==> config.mk <==
export PLATFORM = sky130hd
export DESIGN_NAME = swm_cell
export DESIGN_NICKNAME = d
export VERILOG_FILES = /design/src/sv/swm_pkg.sv /design/src/sv/swm_cell.sv
export SDC_FILE = /design/constraint.sdc
export NUM_CORES = 1
export LEC_CHECK = 0
export BUFFER_PORTS_ARGS = -buffer_cell sky130_fd_sc_hd__buf_2
export CELL_PAD_IN_SITES_DETAIL_PLACEMENT = 0
export CELL_PAD_IN_SITES_GLOBAL_PLACEMENT = 1
export CORE_MARGIN = 1.5
export CORE_UTILIZATION = 32
export DETAILED_ROUTE_END_ITERATION = 16
export PLACE_DENSITY = 0.87
export SYNTH_ARGS = -nofsm -noshare
export SYNTH_HDL_FRONTEND = slang
export SYNTH_SLANG_ARGS = --single-unit
==> constraint.sdc <==
create_clock -name clk -period 5.02 [get_ports clk]
set_clock_uncertainty 0.05 [all_clocks]
set_input_delay 1.004 -clock clk [delete_from_list [all_inputs] [get_ports clk]]
set_output_delay 1.004 -clock clk [all_outputs]
set_load 0.01 [all_outputs]
==> src/sv/swm_pkg.sv <==
// ----------------------------------------------------------------------------
// Sliding window maximum package
// Shared constants and the control bundle broadcast to every candidate cell.
// ----------------------------------------------------------------------------
package swm_pkg;

	localparam int REG_W = 9;
	localparam int OUT_W = 32;
	localparam logic [REG_W-1:0] WIN_LEN_RESET = 9'd250;

	typedef struct packed {
		logic step;
		logic drop;
		logic clear;
	} swm_ctrl_t;

endpackage

==> src/sv/swm_cell.sv <==
// ----------------------------------------------------------------------------
// Candidate cell
// One entry of the monotonic candidate queue; shifts toward the head on expiry.
// ----------------------------------------------------------------------------
module swm_cell import swm_pkg::*; #(
	parameter int VAL_W = 32,
	parameter int AGE_W = 9,
	parameter int AGE_MAX = 256
) (
	input  logic             clk,
	input  logic             arst_n,
	input  swm_ctrl_t        ctrl,
	input  logic [VAL_W-1:0] sample,
	input  logic             next_live,
	input  logic [VAL_W-1:0] next_val,
	input  logic [AGE_W-1:0] next_age,
	input  logic             prev_keep,
	output logic             keep,
	output logic             live,
	output logic [VAL_W-1:0] val,
	output logic [AGE_W-1:0] age,
	output logic [VAL_W-1:0] upd_val
);

	logic             live_q;
	logic [VAL_W-1:0] val_q;
	logic [AGE_W-1:0] age_q;
	logic             src_live;
	logic [VAL_W-1:0] src_val;
	logic [AGE_W-1:0] src_age;
	logic [AGE_W-1:0] age_inc;
	logic             place;
	logic             upd_live;
	logic [AGE_W-1:0] upd_age;

	always_comb begin
		src_live = ctrl.drop ? next_live : live_q;
		src_val  = ctrl.drop ? next_val : val_q;
		src_age  = ctrl.drop ? next_age : age_q;
		age_inc  = (src_age == AGE_W'(AGE_MAX)) ? src_age : src_age + AGE_W'(1);
		keep     = src_live && (src_val > sample);
		place    = !keep && prev_keep;
		upd_live = keep || place;
		upd_val  = keep ? src_val : sample;
		upd_age  = keep ? age_inc : '0;
	end

	always_ff @(posedge clk or negedge arst_n) begin
		if (!arst_n) begin
			live_q <= 1'b0;
		end else if (ctrl.clear) begin
			live_q <= 1'b0;
		end else if (ctrl.step) begin
			live_q <= upd_live;
		end
	end

	always_ff @(posedge clk) begin
		if (ctrl.step && !ctrl.clear) begin
			val_q <= upd_val;
			age_q <= upd_age;
		end
	end

	assign live = live_q;
	assign val  = val_q;
	assign age  = age_q;

endmodule

# Word-level counts from Yosys, hierarchy flattened
# Index checks and enable logic that the tools add are counted.
# op_classes
add_sub_neg	1
order_cmp	1
muxes	7
eq_ne	1
n_reduce_logical	7
# op_table
op	n
2-to-1 mux 32 bit	2
greater-than comparator 32 bit	1
2-to-1 mux 9 bit	2
adder 9 x 1 -> 9 bit (second input constant)	1
equality test 9 bit (second input constant)	1
logical AND 1 bit	3
2-to-1 mux 1 bit	3
zero test 1 bit	2
nonzero test 2 bit	1
logical OR 1 bit	1
# totals
input_bits	80
regBits	42
elab_cells	20
out_inout_bits	75

# Logic depth before layout (Yosys ltp)
# logic_depth
word_depth	8
ltp_mapped	12
ltp_nobuf	8

# Worst setup path before layout
# OpenSTA, ideal clock, no wires.
# synth_timing
path_type	input port to output port
start	in ctrl[1] in the netlist's numbering
end	out upd_val[23]
required_time_ns	3.966
arrival_ns	4.060
cell_stages	12
setup_slack_ns	-0.094
path_buffers	4
cell_sequence	buf_2 -> buf_2 -> buf_1 -> mux2_2 -> ha_1 -> a21o_1 -> nand3_1 -> a21oi_1 -> or4_1 -> a32oi_4 -> buf_6 -> mux2_2
# synth_between
elab_chain_len	4
word_cells_on_any_way	5
cone_classes	1 x order compare; 3 x mux; 1 x reduce/logical
# synth_lines
item	line_no	text
from (decl)	swm_cell.sv:12	input swm_ctrl_t ctrl,
2-to-1 mux 32 bit	swm_cell.sv:38	src_val = ctrl.drop ? next_val : val_q;
greater-than comparator 32 bit	swm_cell.sv:41	keep = src_live && (src_val > sample);
logical AND 1 bit	swm_cell.sv:41	
2-to-1 mux 32 bit *	swm_cell.sv:44	upd_val = keep ? src_val : sample;
to (decl)	swm_cell.sv:22	output logic [VAL_W-1:0] upd_val
# Mark *: on every way between the ends. The rest lies on a longest branch, timed or not.

# Worst setup path after layout
# layout_timing
start	in ctrl[1] in the netlist's numbering
end	out upd_val[20]
# Same word-level chain as after synthesis.

==> impl_results.md <==
* Max Clk Rate at 0.206 GHz
* Avg Cell Area, Syn at 11.2 um2
* Fill count at 938
* CTS Sinks at 42
* Post-Synthesis Cells at 291
* Max-Cap Viols at 0
* Number of buffers created by CTS at 5
* Register area share after synthesis at 0.384
* Syn Nets at 405
* Full die area at 10,800 um2
* Iter 0 DRT Violations at 83
* Min-delay worst type: input pin to asynchronous set/reset pin
* Initial core utilization at 0.332
* R2R depth at 9
* Number of global-route vias before repair at 2,859
* CTS Hold Bufs at 0
* Residual DRC count at 0
* Grt ovf at 0
* ANT cells at 0
* Later-pin clock latency in the skew report at 300 ps
* Pre-Repair DR Iteration Count at 4
* Vias after detailed routing at 2,855
* Actual slew at the worst max-slew pin at 1230 ps
* Crit share post-route at 0.967
* R2r startpoint: val[13]
* Cell leakage power at 2.20 nW
* P per Cell Area at 213 nW/um2
* CP Max Fanout at 17
* NumNets Final at 579
* Area Growth Syn to Fin at 39.8%
* Die width at 104 um
* Row count at 36
* Port buffer count at 154
* Die Height at 104 um
* Clock slew seen by the registers of the worst setup and hold paths at 80 ps
* Worst path required time at 3970 ps
* Layout cell share with drive strength beyond 1 at 0.549
* Clock tree buffer depth at 2
* EDFF count, synth at 41
* Dpl hpwl at 6690 um
* Final core area utilization at 0.464
* Core Region at 9860 um2
* Clock root buffer: clkbuf_8
* Synth Cell Area at 3270 um2
* Setup crit end kind: output pin
* DR vias/cell at 4.77
* Initial antenna violation count at 0
* Top_reg_cell synth: edfxtp_1
* #FFs+latches synth at 42
* Final setup viols at 0
* Critical Path Start Type: input pin
* Status: completed
* Worst vdd ir at 0.0000927 V
* Final-report hold violation count at 0
* Setup WS post-layout at 163 ps
* Largest net degree at the start of global routing at 42
* Max-slew violation count at 0
* Place WS at -40.8 ps
* Syn. warnings at 0
* Library cells used by synthesis at 37
* Ports at 155
* H-tree depth at 2
* WL per Instance at 14.5 um
* First-pass GRT wire length at 13,400 um
* Final antenna-violating net count at 0
* Async set-reset flop share out of synthesis at 0.0238
* Final min period at 4860 ps
* Worst endpoint data arrival time at 3800 ps
* Routability Congestion at 0.747
* WHS at 410 ps
* Critical path class: input pin to output pin
* All-Layer GR Usage at 0.155
* Max-slew headroom at 0.181
* Total wire length at 8690 um
* CTS tree: yes
* Crit path from: ctrl[1]
## timing repair
item,CTS,global route
endpoints found under the setup margin,31,33
gates cloned,2,1
setup buffers,3,7
pin swaps,2,6
endpoints found under the hold margin,0,0
resized for setup,7,7
## kinds of logic (layout without fill, tap and decap cells)
logic type      Yosys count  count (layout)  synth area share
simple gates             55              55            0.0883
fa+ha+maj                34              34             0.130
compound gates           34              34            0.0704
buf+inv                  46             221            0.0608
xor+xnor                  7               7            0.0187
mux                      73              73             0.248
flops                    42              42             0.384
## worst max-delay path, cell delays in order
cell and delay, ps:
buf_6 120, buf_12 160, mux2_2 360, ha_1 310, nand4_1 160, nor4_2 340
and3_4 240, a21oi_1 90, a32oi_4 200, bufbuf_16 320, mux2_2 340, buf_2 140
## synthesized netlist by cell type, types with 2 or more instances
master / count / area, um2
mux2_2: 64 / 721
edfxtp_1: 41 / 1230
inv_1: 36 / 135
ha_1: 34 / 425
a21oi_1: 16 / 80.1
nor2_1: 13 / 48.8
mux2i_1: 9 / 90.1
nand2_1: 9 / 33.8
nand3_1: 9 / 45.0
nand4_1: 6 / 37.5
xnor2_1: 5 / 43.8
buf_1: 4 / 15.0
nor2b_1: 4 / 25.0
o21ai_0: 4 / 20.0
a211oi_1: 3 / 22.5
a21o_1: 3 / 22.5
buf_2: 3 / 15.0
buf_6: 3 / 33.8
nand3b_1: 3 / 22.5
a221oi_1: 2 / 17.5
nand2b_1: 2 / 12.5
or2_2: 2 / 12.5
xor2_1: 2 / 17.5
## path summary, 6_finish.rpt
check	end	slack, ps
worst min register to register	live	550
worst max register to register	val[20]	1960
worst max-delay path	upd_val[20]	160
worst min-delay path	live	410
max in group asynchronous	live	4430
min in group clk	live	550
## registers in the layout, indices dropped and copies added, names as in the netlist
register and cells:
age 9, live 1, val 32
## stage by stage
stage,area [um2],instances,power [mW],TNS (ps)
global route,4570,599,1.04,-0.659
global placement,4270,578,0.732,0
CTS,4460,591,0.979,0
finish,4570,599,0.973,0
detailed placement,4270,578,0.737,-798
floorplan,3280,291,0.617,0
## where the power goes
group / internal [mW] / switching (mW)
logic: 0.172 / 0.161
registers: 0.411 / 0.00936
clock network: 0.0960 / 0.124
total: 0.679 / 0.294
## cell usage in the layout, fill, tap and decap left out, types with 3 or more instances in the layout
cell	n
edfxtp_1	41
a21o_1	3
nor2b_1	3
inv_1	36
o21ai_0	4
buf_4	15
buf_2	153
a211oi_1	3
ha_1	33
nor2_1	13
nand4_1	6
nand3b_1	3
xnor2_1	5
a21oi_1	16
clkbuf_8	5
buf_12	4
nand3_1	9
nand2_1	9
mux2i_1	9
mux2_2	64
## final cells by class
type | instances | area, um2 | share of cell area
multi-input cells | 203 | 1860 | 0.408
clock buffers | 6 | 72.6 | 0.0159
repair buffers | 177 | 1070 | 0.234
flip-flops and latches | 42 | 1260 | 0.275
inverters | 36 | 135 | 0.0295
well taps | 133 | 166 | 0.0364
clock inverters | 2 | 8.76 | 0.00191
## routing by layer
| layer | vias up | routed length, um | GRT usage |
|---|---|---|---|
| met1 | 1316 | 3830 | 0.187 |
| met2 | 106 | 4210 | 0.272 |
| met3 | 11 | 542 | 0.0395 |
| met5 | - | 0 | 0 |
| li1 | 1422 | - | - |
| met4 | 0 | 112 | 0.0456 |
Power figures use the tool's default switching activity.
